**src/design/assert_macros.svh**
```systemverilog
// Assertion macros used by the RTL of the request scheduler.
`ifndef ASSERT_MACROS_SVH
`define ASSERT_MACROS_SVH

// The consequent must hold in the same cycle as the antecedent.
`define ASSERT_SAME(lbl, clk, rst, ante, cons) \
   lbl: assert property (@(posedge clk) disable iff (rst) (ante) |-> (cons)) \
      else $error("scheduler assertion failed");

// The consequent must hold in the cycle after the antecedent.
`define ASSERT_NEXT(lbl, clk, rst, ante, cons) \
   lbl: assert property (@(posedge clk) disable iff (rst) (ante) |=> (cons)) \
      else $error("scheduler assertion failed");

`endif

```
**src/design/prs_pkg.sv**
```systemverilog
//------------------------------------------------------------------------------
// prs_pkg
// Shared codes, types and constants of the priority request scheduler.
//------------------------------------------------------------------------------
`default_nettype none

package prs_pkg;

   // Largest supported queue depth and the fixed index widths that follow.
   localparam int MAX_DEPTH     = 256;
   localparam int IDX_W         = 8;
   localparam int CNT_W         = 9;
   localparam int DEPTH_DEFAULT = 16;

   // Request codes.
   localparam logic [2:0] FN_SUBMIT     = 3'd0;
   localparam logic [2:0] FN_CANCEL     = 3'd1;
   localparam logic [2:0] FN_CANCEL_ALL = 3'd2;
   localparam logic [2:0] FN_TICK       = 3'd3;
   localparam logic [2:0] FN_DONE       = 3'd4;

   // Result status codes.
   localparam logic [2:0] ST_QUEUED     = 3'd0;
   localparam logic [2:0] ST_DUP        = 3'd1;
   localparam logic [2:0] ST_CANCELLED  = 3'd2;
   localparam logic [2:0] ST_NOTFOUND   = 3'd3;
   localparam logic [2:0] ST_CLEARED    = 3'd4;
   localparam logic [2:0] ST_DISPATCHED = 3'd5;
   localparam logic [2:0] ST_FINISHED   = 3'd6;
   localparam logic [2:0] ST_NOTHING    = 3'd7;

   // Register indexes.
   localparam logic [1:0] REG_DEDUP    = 2'd0;
   localparam logic [1:0] REG_MAXQ     = 2'd1;
   localparam logic [1:0] REG_DEBOUNCE = 2'd2;
   localparam logic [1:0] REG_RETRY    = 2'd3;

   // Register reset values.
   localparam logic        DEDUP_RESET    = 1'b1;
   localparam logic [4:0]  MAXQ_RESET     = 5'd16;
   localparam logic [15:0] DEBOUNCE_RESET = 16'd100;
   localparam logic [15:0] RETRY_RESET    = 16'd10;

   typedef enum logic [1:0] {
      SCAN_MATCH,
      SCAN_MIN,
      SCAN_MAX
   } scan_mode_type;

   typedef enum logic [2:0] {
      S_IDLE,
      S_DECODE,
      S_SCAN,
      S_APPEND,
      S_RESP
   } state_type;

   // Search record that walks down the row of cells.
   typedef struct packed {
      logic               valid;
      logic               found;
      logic [IDX_W-1:0]   idx;
      logic signed [15:0] prio;
      logic [31:0]        id;
   } scan_rec_type;

   // Control broadcast to every cell.
   typedef struct packed {
      scan_mode_type      mode;
      logic [31:0]        key;
      logic [CNT_W-1:0]   fill;
      logic               shift_en;
      logic [IDX_W-1:0]   shift_pos;
      logic               load_en;
      logic [IDX_W-1:0]   load_pos;
      logic [31:0]        load_id;
      logic signed [15:0] load_prio;
   } cell_ctrl_type;

endpackage

`default_nettype wire

```
**src/design/prs_cell.sv**
```systemverilog
//------------------------------------------------------------------------------
// prs_cell
// One queue slot: holds an entry, refines the passing search record, and
// takes its neighbor's entry when the queue closes a gap.
//------------------------------------------------------------------------------
`default_nettype none

module prs_cell #(
   parameter int INDEX = 0
) (
   input  wire                       clock,
   input  wire                       reset,
   input  prs_pkg::cell_ctrl_type    ctrl,
   input  prs_pkg::scan_rec_type     scan_in,
   output prs_pkg::scan_rec_type     scan_out,
   input  wire [31:0]                next_id,
   input  wire signed [15:0]         next_prio,
   output logic [31:0]               ent_id,
   output logic signed [15:0]        ent_prio
);
   import prs_pkg::*;

   localparam logic [CNT_W-1:0] POS = CNT_W'(INDEX);

   logic [31:0]        id_ff;
   logic signed [15:0] prio_ff;
   scan_rec_type       rec_ff;
   scan_rec_type       rec_in;
   logic               occupied;

   assign occupied = POS < ctrl.fill;

   // Compare this slot against the record handed in from the left.
   always_comb begin
      rec_in = scan_in;
      if (scan_in.valid && occupied) begin
         case (ctrl.mode)
            SCAN_MATCH: begin
               if (!scan_in.found && id_ff == ctrl.key) begin
                  rec_in.found = 1'b1;
                  rec_in.idx   = POS[IDX_W-1:0];
                  rec_in.id    = id_ff;
                  rec_in.prio  = prio_ff;
               end
            end
            SCAN_MIN: begin
               if (!scan_in.found || prio_ff < scan_in.prio) begin
                  rec_in.found = 1'b1;
                  rec_in.idx   = POS[IDX_W-1:0];
                  rec_in.id    = id_ff;
                  rec_in.prio  = prio_ff;
               end
            end
            SCAN_MAX: begin
               if (!scan_in.found || prio_ff > scan_in.prio) begin
                  rec_in.found = 1'b1;
                  rec_in.idx   = POS[IDX_W-1:0];
                  rec_in.id    = id_ff;
                  rec_in.prio  = prio_ff;
               end
            end
            default: rec_in = scan_in;
         endcase
      end
   end

   // Record stage toward the right neighbor.
   always_ff @(posedge clock) begin
      if (reset) begin
         rec_ff.valid <= 1'b0;
      end else begin
         rec_ff.valid <= rec_in.valid;
      end
      rec_ff.found <= rec_in.found;
      rec_ff.idx   <= rec_in.idx;
      rec_ff.prio  <= rec_in.prio;
      rec_ff.id    <= rec_in.id;
   end

   // Entry storage: load a new entry, or shift left to close a gap.
   always_ff @(posedge clock) begin
      if (ctrl.load_en && ctrl.load_pos == POS[IDX_W-1:0]) begin
         id_ff   <= ctrl.load_id;
         prio_ff <= ctrl.load_prio;
      end else if (ctrl.shift_en && POS[IDX_W-1:0] >= ctrl.shift_pos) begin
         id_ff   <= next_id;
         prio_ff <= next_prio;
      end
   end

   assign scan_out = rec_ff;
   assign ent_id   = id_ff;
   assign ent_prio = prio_ff;

endmodule

`default_nettype wire

```
**src/design/priority_request_scheduler.sv**
```systemverilog
//------------------------------------------------------------------------------
// priority_request_scheduler
// Bounded request queue in arrival order with one job in service, built as a
// row of slot cells that a search record walks through.
//
// Channel   Dir  Fields
// req_      in   tuser: func; tdata: req_id, req_priority
// rsp_      out  tuser: status; tdata: evicted, dispatch, pending, busy, finished
// csr_      in   plain register write
//
// Cancel-all, done and ticks without dispatch go from decode straight to response.
// A search walks the record through every cell register of the row; a submit
// may run a duplicate search, an eviction search and an append, in that order.
// Reset is synchronous; queue slots keep stale data, the fill count gates them.
// A stalled result holds the block in its response state until taken.
//------------------------------------------------------------------------------
`default_nettype none

module priority_request_scheduler #(
   parameter int DEPTH = prs_pkg::DEPTH_DEFAULT
) (
   input  wire          clock,
   input  wire          reset,
   input  wire          req_tvalid,
   output logic         req_tready,
   input  wire  [2:0]   req_tuser,   // [2:0] func
   input  wire  [47:0]  req_tdata,   // [31:0] req_id, [47:32] req_priority
   output logic         rsp_tvalid,
   input  wire          rsp_tready,
   output logic [2:0]   rsp_tuser,   // [2:0] status
   // [0] evicted_valid, [32:1] evicted_id, [33] dispatch_valid, [65:34] dispatch_id,
   // [70:66] pending_count, [71] busy_flag, [103:72] finished_id
   output logic [103:0] rsp_tdata,
   input  wire          csr_we,
   input  wire  [1:0]   csr_addr,
   input  wire  [15:0]  csr_wdata
);
   import prs_pkg::*;

   localparam int CW = $clog2(DEPTH + 1);

   // Configuration registers.
   logic        dedup_ff;
   logic [4:0]  maxq_ff;
   logic [15:0] deb_ticks_ff;
   logic [15:0] retry_ticks_ff;

   // Control state.
   state_type     state_ff, state_in;
   scan_mode_type mode_ff, mode_in;
   logic          start_ff, start_in;
   logic [CW-1:0] fill_ff, fill_in;
   logic          busy_ff, busy_in;
   logic [31:0]   serving_ff, serving_in;
   logic [31:0]   done_id_ff, done_id_in;
   logic [15:0]   deb_left_ff, deb_left_in;
   logic          deb_armed_ff, deb_armed_in;
   logic [15:0]   retry_left_ff, retry_left_in;
   logic          retry_armed_ff, retry_armed_in;

   // Latched item and result under construction.
   logic [2:0]         func_ff;
   logic [31:0]        id_ff;
   logic signed [15:0] prio_ff;
   logic [2:0]         st_ff, st_in;
   logic               evv_ff, evv_in;
   logic [31:0]        evid_ff, evid_in;
   logic               disv_ff, disv_in;
   logic [31:0]        disid_ff, disid_in;

   // Output register.
   logic         rsp_valid_ff;
   logic [2:0]   rsp_user_ff;
   logic [103:0] rsp_data_ff;
   logic         rsp_load;

   // Cell row.
   cell_ctrl_type      ctrl;
   scan_rec_type       rec [DEPTH+1];
   logic [31:0]        ent_id [DEPTH];
   logic signed [15:0] ent_prio [DEPTH];
   scan_rec_type       tail;

   logic          req_accept;
   logic [CW-1:0] cap;
   logic          full;
   logic          deb_fire, retry_fire, do_dispatch;

   assign req_accept = req_tvalid && req_tready;
   assign req_tready = state_ff == S_IDLE;
   assign tail       = rec[DEPTH];
   assign rsp_load   = state_ff == S_RESP && (!rsp_valid_ff || rsp_tready);

   // Capacity in use, clamped to 1..DEPTH.
   always_comb begin
      if (maxq_ff == 5'd0) begin
         cap = CW'(1);
      end else if (int'(maxq_ff) > DEPTH) begin
         cap = CW'(DEPTH);
      end else begin
         cap = CW'(maxq_ff);
      end
   end

   assign full        = fill_ff >= cap;
   assign deb_fire    = deb_armed_ff && deb_left_ff <= 16'd1;
   assign retry_fire  = retry_armed_ff && retry_left_ff <= 16'd1;
   assign do_dispatch = (deb_fire || retry_fire) && !busy_ff && fill_ff != '0;

   // Row of slot cells; the search record enters at slot zero.
   assign rec[0] = '{valid: start_ff, found: 1'b0, idx: '0, prio: '0, id: '0};

   for (genvar k = 0; k < DEPTH; k++) begin : g_cell
      prs_cell #(.INDEX(k)) u_cell (
         .clock     (clock),
         .reset     (reset),
         .ctrl      (ctrl),
         .scan_in   (rec[k]),
         .scan_out  (rec[k+1]),
         .next_id   (ent_id[(k + 1 < DEPTH) ? k + 1 : k]),
         .next_prio (ent_prio[(k + 1 < DEPTH) ? k + 1 : k]),
         .ent_id    (ent_id[k]),
         .ent_prio  (ent_prio[k])
      );
   end

   // Next state.
   always_comb begin
      state_in = state_ff;
      case (state_ff)
         S_IDLE: begin
            if (req_accept) state_in = S_DECODE;
         end
         S_DECODE: begin
            case (func_ff)
               FN_SUBMIT: begin
                  if (dedup_ff || full) state_in = S_SCAN;
                  else state_in = S_APPEND;
               end
               FN_CANCEL: state_in = S_SCAN;
               FN_TICK:   state_in = do_dispatch ? S_SCAN : S_RESP;
               default:   state_in = S_RESP;
            endcase
         end
         S_SCAN: begin
            if (tail.valid) begin
               case (mode_ff)
                  SCAN_MATCH: begin
                     if (func_ff != FN_SUBMIT || tail.found) state_in = S_RESP;
                     else if (full) state_in = S_SCAN;
                     else state_in = S_APPEND;
                  end
                  SCAN_MIN: state_in = S_APPEND;
                  default:  state_in = S_RESP;
               endcase
            end
         end
         S_APPEND: state_in = S_RESP;
         S_RESP: begin
            if (rsp_load) state_in = S_IDLE;
         end
         default: state_in = S_IDLE;
      endcase
   end

   // Datapath and cell control.
   always_comb begin
      mode_in        = mode_ff;
      start_in       = 1'b0;
      fill_in        = fill_ff;
      busy_in        = busy_ff;
      serving_in     = serving_ff;
      done_id_in     = done_id_ff;
      deb_left_in    = deb_left_ff;
      deb_armed_in   = deb_armed_ff;
      retry_left_in  = retry_left_ff;
      retry_armed_in = retry_armed_ff;
      st_in          = st_ff;
      evv_in         = evv_ff;
      evid_in        = evid_ff;
      disv_in        = disv_ff;
      disid_in       = disid_ff;

      ctrl.mode      = mode_ff;
      ctrl.key       = id_ff;
      ctrl.fill      = CNT_W'(fill_ff);
      ctrl.shift_en  = 1'b0;
      ctrl.shift_pos = tail.idx;
      ctrl.load_en   = 1'b0;
      ctrl.load_pos  = IDX_W'(fill_ff);
      ctrl.load_id   = id_ff;
      ctrl.load_prio = prio_ff;

      case (state_ff)
         S_DECODE: begin
            st_in   = ST_NOTHING;
            evv_in  = 1'b0;
            evid_in = '0;
            disv_in = 1'b0;
            disid_in = '0;
            case (func_ff)
               FN_SUBMIT: begin
                  if (dedup_ff) begin
                     mode_in  = SCAN_MATCH;
                     start_in = 1'b1;
                  end else if (full) begin
                     mode_in  = SCAN_MIN;
                     start_in = 1'b1;
                  end
               end
               FN_CANCEL: begin
                  mode_in  = SCAN_MATCH;
                  start_in = 1'b1;
               end
               FN_CANCEL_ALL: begin
                  if (fill_ff != '0) begin
                     fill_in      = '0;
                     deb_armed_in = 1'b0;
                     deb_left_in  = '0;
                     st_in        = ST_CLEARED;
                  end
               end
               FN_TICK: begin
                  // Both countdowns advance; either expiring allows a dispatch.
                  if (deb_armed_ff) begin
                     if (deb_fire) begin
                        deb_left_in  = '0;
                        deb_armed_in = 1'b0;
                     end else begin
                        deb_left_in = deb_left_ff - 16'd1;
                     end
                  end
                  if (retry_armed_ff) begin
                     if (retry_fire) begin
                        retry_left_in  = '0;
                        retry_armed_in = 1'b0;
                     end else begin
                        retry_left_in = retry_left_ff - 16'd1;
                     end
                  end
                  if (do_dispatch) begin
                     mode_in  = SCAN_MAX;
                     start_in = 1'b1;
                  end
               end
               FN_DONE: begin
                  if (busy_ff) begin
                     done_id_in = serving_ff;
                     busy_in    = 1'b0;
                     st_in      = ST_FINISHED;
                     if (fill_ff != '0) begin
                        retry_left_in  = retry_ticks_ff;
                        retry_armed_in = 1'b1;
                     end
                  end
               end
               default: st_in = ST_NOTHING;
            endcase
         end
         S_SCAN: begin
            if (tail.valid) begin
               case (mode_ff)
                  SCAN_MATCH: begin
                     if (func_ff == FN_SUBMIT) begin
                        if (tail.found) begin
                           st_in = ST_DUP;
                        end else if (full) begin
                           mode_in  = SCAN_MIN;
                           start_in = 1'b1;
                        end
                     end else if (tail.found) begin
                        ctrl.shift_en = 1'b1;
                        fill_in       = fill_ff - CW'(1);
                        st_in         = ST_CANCELLED;
                     end else begin
                        st_in = ST_NOTFOUND;
                     end
                  end
                  SCAN_MIN: begin
                     // Evict the earliest lowest-priority entry.
                     ctrl.shift_en = 1'b1;
                     fill_in       = fill_ff - CW'(1);
                     evv_in        = 1'b1;
                     evid_in       = tail.id;
                  end
                  default: begin
                     // Dispatch the earliest highest-priority entry.
                     ctrl.shift_en = 1'b1;
                     fill_in       = fill_ff - CW'(1);
                     disv_in       = 1'b1;
                     disid_in      = tail.id;
                     busy_in       = 1'b1;
                     serving_in    = tail.id;
                     st_in         = ST_DISPATCHED;
                  end
               endcase
            end
         end
         S_APPEND: begin
            ctrl.load_en = 1'b1;
            fill_in      = fill_ff + CW'(1);
            deb_left_in  = deb_ticks_ff;
            deb_armed_in = 1'b1;
            st_in        = ST_QUEUED;
         end
         default: begin
            start_in = 1'b0;
         end
      endcase
   end

   // Control registers.
   always_ff @(posedge clock) begin
      if (reset) begin
         state_ff       <= S_IDLE;
         mode_ff        <= SCAN_MATCH;
         start_ff       <= 1'b0;
         fill_ff        <= '0;
         busy_ff        <= 1'b0;
         serving_ff     <= '0;
         done_id_ff     <= '0;
         deb_left_ff    <= '0;
         deb_armed_ff   <= 1'b0;
         retry_left_ff  <= '0;
         retry_armed_ff <= 1'b0;
         rsp_valid_ff   <= 1'b0;
      end else begin
         state_ff       <= state_in;
         mode_ff        <= mode_in;
         start_ff       <= start_in;
         fill_ff        <= fill_in;
         busy_ff        <= busy_in;
         serving_ff     <= serving_in;
         done_id_ff     <= done_id_in;
         deb_left_ff    <= deb_left_in;
         deb_armed_ff   <= deb_armed_in;
         retry_left_ff  <= retry_left_in;
         retry_armed_ff <= retry_armed_in;
         if (rsp_load) begin
            rsp_valid_ff <= 1'b1;
         end else if (rsp_tready) begin
            rsp_valid_ff <= 1'b0;
         end
      end
   end

   // Configuration writes.
   always_ff @(posedge clock) begin
      if (reset) begin
         dedup_ff       <= DEDUP_RESET;
         maxq_ff        <= MAXQ_RESET;
         deb_ticks_ff   <= DEBOUNCE_RESET;
         retry_ticks_ff <= RETRY_RESET;
      end else if (csr_we) begin
         case (csr_addr)
            REG_DEDUP:    dedup_ff <= csr_wdata[0];
            REG_MAXQ:     if (fill_ff == '0) maxq_ff <= csr_wdata[4:0];
            REG_DEBOUNCE: deb_ticks_ff <= csr_wdata;
            REG_RETRY:    retry_ticks_ff <= csr_wdata;
            default:      dedup_ff <= dedup_ff;
         endcase
      end
   end

   // Payload registers.
   always_ff @(posedge clock) begin
      if (req_accept) begin
         func_ff <= req_tuser;
         id_ff   <= req_tdata[31:0];
         prio_ff <= req_tdata[47:32];
      end
      st_ff    <= st_in;
      evv_ff   <= evv_in;
      evid_ff  <= evid_in;
      disv_ff  <= disv_in;
      disid_ff <= disid_in;
      if (rsp_load) begin
         rsp_user_ff <= st_ff;
         rsp_data_ff <= {done_id_ff, busy_ff, 5'(fill_ff), disid_ff, disv_ff, evid_ff, evv_ff};
      end
   end

   assign rsp_tvalid = rsp_valid_ff;
   assign rsp_tuser  = rsp_user_ff;
   assign rsp_tdata  = rsp_data_ff;

`include "assert_macros.svh"

   `ASSERT_SAME(a_fill_bound, clock, reset, 1'b1, fill_ff <= cap)
   `ASSERT_NEXT(a_accept_decode, clock, reset, req_accept, state_ff == S_DECODE)
   `ASSERT_SAME(a_tail_in_scan, clock, reset, tail.valid, state_ff == S_SCAN)

endmodule

`default_nettype wire
```
**config.mk**
```make
export PLATFORM = sky130hd
export DESIGN_NAME = priority_request_scheduler
export DESIGN_NICKNAME = d
export VERILOG_FILES = /design/src/design/prs_pkg.sv /design/src/design/prs_cell.sv /design/src/design/priority_request_scheduler.sv
export VERILOG_INCLUDE_DIRS = /design/src /design/src/design
export SDC_FILE = /design/constraint.sdc
export NUM_CORES = 2
export LEC_CHECK = 0
export BUFFER_PORTS_ARGS = -buffer_cell sky130_fd_sc_hd__buf_2
export CAP_MARGIN = 20
export CORE_MARGIN = 2
export CORE_UTILIZATION = 54
export CTS_BUF_LIST = sky130_fd_sc_hd__clkbuf_2
export DETAILED_ROUTE_END_ITERATION = 6
export PLACE_DENSITY = 0.8
export SLEW_MARGIN = 10
export SYNTH_ARGS = -nofsm -noshare
export SYNTH_HDL_FRONTEND = slang
export SYNTH_HIERARCHICAL = 1
export SYNTH_SLANG_ARGS = --single-unit
```
**constraint.sdc**
```tcl
create_clock -name clock -period 9.65 [get_ports clock]
set_clock_uncertainty 0.05 [all_clocks]
set_input_delay 0.965 -clock clock [delete_from_list [all_inputs] [get_ports clock]]
set_output_delay 0.965 -clock clock [all_outputs]
set_load 0.01 [all_outputs]
```
-- After elaboration in Yosys (flattened, before gate mapping)
Cells that the tools add are included.
- register bits: 2056
- latch bits: 0
- bits in writable memories: 0
- ROM bits: 0
- memories kept: 0
- add/sub/neg operators: 4
- multiply operators: 0
- div/mod/pow operators: 0
- magnitude comparators: 65
- equality and inequality tests: 67
- shift operators: 0
- muxes and demuxes: 225
- bitwise logic cells: 1
- reduce and logical (&&, ||, !) cells: 167
- operators with widths (cell ; count):
    57-bit two-way mux ; 61
    57-bit case mux with 3 select lines ; 15
    32-bit two-way mux ; 34
    16-bit two-way mux ; 37
    32-bit == test ; 16
    16-bit > comparator ; 15
    16-bit < comparator ; 15
    32-bit case mux with 2 select lines ; 2
    57-bit case mux with 2 select lines ; 1
    16-bit case mux with 2 select lines ; 3
    1-bit logical AND ; 68
    4-bit by 8-bit >= comparator with 1-bit output (first input constant) ; 7
    5-bit by 4-bit == test with 1-bit output (second input constant) ; 8
    4-bit by 5-bit < comparator with 1-bit output (first input constant) ; 8
    5-bit two-way mux ; 8
    2-bit nonzero test ; 19
    1-bit logical OR ; 34
    3-bit by 8-bit >= comparator with 1-bit output (first input constant) ; 4
    16-bit by 1-bit less-or-equal comparator with 1-bit output (second input constant) ; 2
    16-bit by 1-bit subtractor with 16-bit output (second input constant) ; 2
    1-bit two-way mux ; 31
    3-bit two-way mux ; 8
    3-bit AND reduction ; 7
    5-bit by 3-bit == test with 1-bit output (second input constant) ; 4
    46 further kinds ; 120

-- Depth between registers and ports, before layout
- depth in word-level cells: 10
- mapped depth: 12

-- Modules after synthesis
Netlist, hierarchy kept.
- by module, submodules not included (module ; times used ; cells each ; area each (µm²)):
    priority_request_scheduler ; 1 ; 1186 ; 13970.9
    prs_cell at g_cell[10].u_cell ; 1 ; 364 ; 4906.0
    prs_cell at g_cell[5].u_cell ; 1 ; 372 ; 4875.9
    prs_cell at g_cell[3].u_cell ; 1 ; 370 ; 4872.2
    prs_cell at g_cell[14].u_cell ; 1 ; 373 ; 4860.9
    prs_cell at g_cell[12].u_cell ; 1 ; 366 ; 4835.9
    prs_cell at g_cell[0].u_cell ; 1 ; 373 ; 4830.9
    prs_cell at g_cell[11].u_cell ; 1 ; 367 ; 4800.9
    prs_cell at g_cell[2].u_cell ; 1 ; 365 ; 4797.1
    prs_cell at g_cell[4].u_cell ; 1 ; 365 ; 4795.8
    prs_cell at g_cell[7].u_cell ; 1 ; 363 ; 4794.6
    prs_cell at g_cell[9].u_cell ; 1 ; 373 ; 4794.6
    prs_cell at g_cell[6].u_cell ; 1 ; 365 ; 4775.8
    prs_cell at g_cell[13].u_cell ; 1 ; 371 ; 4773.3
    +3 rows ; - ; - ; -

-- Worst setup path before layout
OpenSTA, ideal clock, no wires.
- kind: register to register
- from: reg mode_ff[1]
- to: reg g_cell[3].u_cell.id_ff[0] (enable)
- arrival: 7.372 ns
- required time: 9.014 ns
- path slack: 1.643 ns
- stages on the path, launching flop included: 5
- path buffers: 1
- period minus slack after synthesis: 8.007 ns
- cell sequence: dfxtp_1 > clkbuf_1 > o311a_1 > or4b_2 > o41ai_1
- RTL lines (element ; RTL line ; source):
    start: declaration ; priority_request_scheduler.sv:50 ; scan_mode_type mode_ff, mode_in;
    start signal: assignment ; priority_request_scheduler.sv:329 ; mode_ff <= mode_in;
    end signal: assignment ; prs_cell.sv:83 ; id_ff <= ctrl.load_id;
    end signal: assignment ; prs_cell.sv:86 ; id_ff <= next_id;
    end: declaration ; prs_cell.sv:25 ; logic [31:0] id_ff;

==> impl_metrics.py <==
metrics = {
    "setup_path": {
        "cp-start-kind": "register",
        "cp_slowest_cell": "o311a_1",
        "r2r_slack_ns": 5.41,
        "critPathRequiredTime_ns": 11.05,
        "max_stage_delay_ns": 0.88,
        "path_cells": "nand2b_1 > nor2_1 > o311a_1 > or4b_2 > o41ai_2 > buf_4",
        "critPathKind": "reg2reg",
        "cp.arrival_ns": 5.64,
        "end_kind": "register",
        "critPathMaxFanout": 48,
    },
    "timing": {
        "setup_viol": 0,
        "setup_tns_ns": 0,
        "finalMaxSlewViolations": 0,
        "clock.fmax_mhz": 235.9,
        "hold_viol": 0,
        "post-route-period-util": 0.4393,
        "fin_crit_ns": 4.239,
        "maxSlewHeadroom": 0.1481,
        "worstMarginPinSlew_ns": 1.278,
        "rsz0062_at_grt": "no",
        "fin_hold_ws_ns": 0.07886,
        "fin_ws_ns": 5.411,
    },
    "pwr": {
        "p_leak_nw": 38.80,
        "total_power_mw": 16.26,
        "max-vdd-ir-drop_uv": 157.6,
        "power_density_mw_per_mm2": 162.8,
    },
    "cells_and_area": {
        "layout_common_cells": "1058 x dfxtp_1, 995 x edfxtp_1, 771 x mux2_2",
        "area_delta_synth_final_pct": 10.37,
        "layout_commonest_cell": "dfxtp_1",
        "utilization": 0.5985,
        "layout.cells.non_filler": 10450,
        "multi_input_area_mm2": 0.03669,
        "design_area_mm2": 0.09986,
        "register_area_mm2": 0.05112,
        "nets": 8243,
        "nFillCells": 12840,
        "drive_above_1_share": 0.2548,
    },
    "clock_tree": {
        "postCtsHoldBufs": 154,
        "cts_buffers": 484,
        "cts_tree": "yes",
        "cts_buffer_depth": 4,
        "postCtsSetupBuffers": 0,
        "clock_latency_ns": 1.93,
        "path_clk_slew_ns": 0.11,
        "htreeDepth": 5,
        "cts-root-buf": "clkbuf_2",
        "cts.sinks": 2056,
        "cts_resized": 0,
    },
    "job": {
        "drv_cap": 0,
    },
    "drt": {
        "drtIter0Drc": 5696,
        "drcViolationCount": 1,
        "wl_per_cell_um": 22.24,
        "vias": 61920,
        "drt-pass1-iter-count": 7,
        "vias_per_cell": 5.927,
        "wl_mm": 232.3,
        "ant_nets": 0,
    },
    "placement": {
        "port_buffers": 182,
        "gp_congestion": 0.9144,
        "pre_cts_ws_ns": 5.572,
        "dp.cells": 9394,
        "hpwl_mm": 153.1,
        "placed_cell_area_mm2": 0.09387,
    },
    "global_routing": {
        "antenna_found_initial": 7,
        "grt_pass1_wl_mm": 356.1,
        "grt.overflow.total": 0,
        "grt_max_degree": 90,
        "grt_usage": 0.2645,
        "grt_pass1_vias": 61830,
    },
    "floorplanning": {
        "initial_core_util": 0.5423,
        "die_y_um": 413.3,
        "fp-row-count": 150,
        "pin_count": 183,
        "coreArea_mm2": 0.1668,
        "fp.dieArea_mm2": 0.1709,
        "die_x_um": 413.3,
    },
    "status": {
        "status": "finished with violations",
        "violations": "design-rule violations",
    },
    "synthesis": {
        "avgSynthCellArea_um2": 12.88,
        "syn-instance-count": 7026,
        "synth.yosys.warnings": 6,
        "syn_area_mm2": 0.09048,
    },
    "hold_path": {
        "worstHoldPathType": "in2reg",
    },
}
[per-layer routing]
metal | part of all wire | track usage | vias up
met3 | 0.076 | 0.04739 | 549
met5 | 0.00012 | 0 | -
met2 | 0.47 | 0.4269 | 3104
met1 | 0.42 | 0.3440 | 30210
li1 | - | - | 28060
met4 | 0.043 | 0.1295 | 4
[path summary, 6_finish.rpt]
kind	from	endpoint	cells past startpoint
max	state_ff[1]$_SDFFE_PP0P_	g_cell[3].u_cell/ent_id[11]$_DFFE_PP_	6
min	csr_addr[0]	deb_ticks_ff[2]$_SDFFE_PP1P_	5
max reg2reg	state_ff[1]$_SDFFE_PP0P_	g_cell[3].u_cell/ent_id[11]$_DFFE_PP_	6
min reg2reg	g_cell[2].u_cell/scan_out[8]$_DFF_P_	g_cell[3].u_cell/scan_out[8]$_DFF_P_	1
[flip-flops by register name, summed over array words and instances, names as in the netlist, 5 cells and up]
| name | flops |
|---|---|
| g_cell.u_cell/scan_out | 912 |
| g_cell.u_cell/ent_id | 512 |
| g_cell.u_cell/ent_prio | 256 |
| rsp_tdata | 104 |
| disid_ff | 32 |
| done_id_ff | 32 |
| evid_ff | 32 |
| id_ff | 32 |
| serving_ff | 32 |
| deb_left_ff | 16 |
| deb_ticks_ff | 16 |
| prio_ff | 16 |
| retry_left_ff | 16 |
| retry_ticks_ff | 16 |
| fill_ff | 5 |
| maxq_ff | 5 |
[worst max-delay path, delay by kind of cell (launching register included)]
family	cells	cell delay [ns]
compound gates	2	1.13
flops	1	0.53
simple gates	3	1.53
buf+inv	1	0.61
[layout make-up]
| cell class | instances | area share |
|---|---|---|
| antenna | 12 | 0.0003007 |
| timing repair buffer | 459 | 0.03586 |
| clock buffer | 758 | 0.03799 |
| inverter | 364 | 0.01368 |
| multi-input combinational | 4471 | 0.3674 |
| clock inverter | 123 | 0.005250 |
| tap | 2204 | 0.02761 |
| sequential | 2056 | 0.5119 |
[report_power, final]
group / internal (mW) / switching (mW) / total (mW)
clock: 2.12 / 3.51 / 5.62
sequential: 9.36 / 0.181 / 9.55
combinational: 0.459 / 0.634 / 1.09
Power figures use the tool's default switching activity.
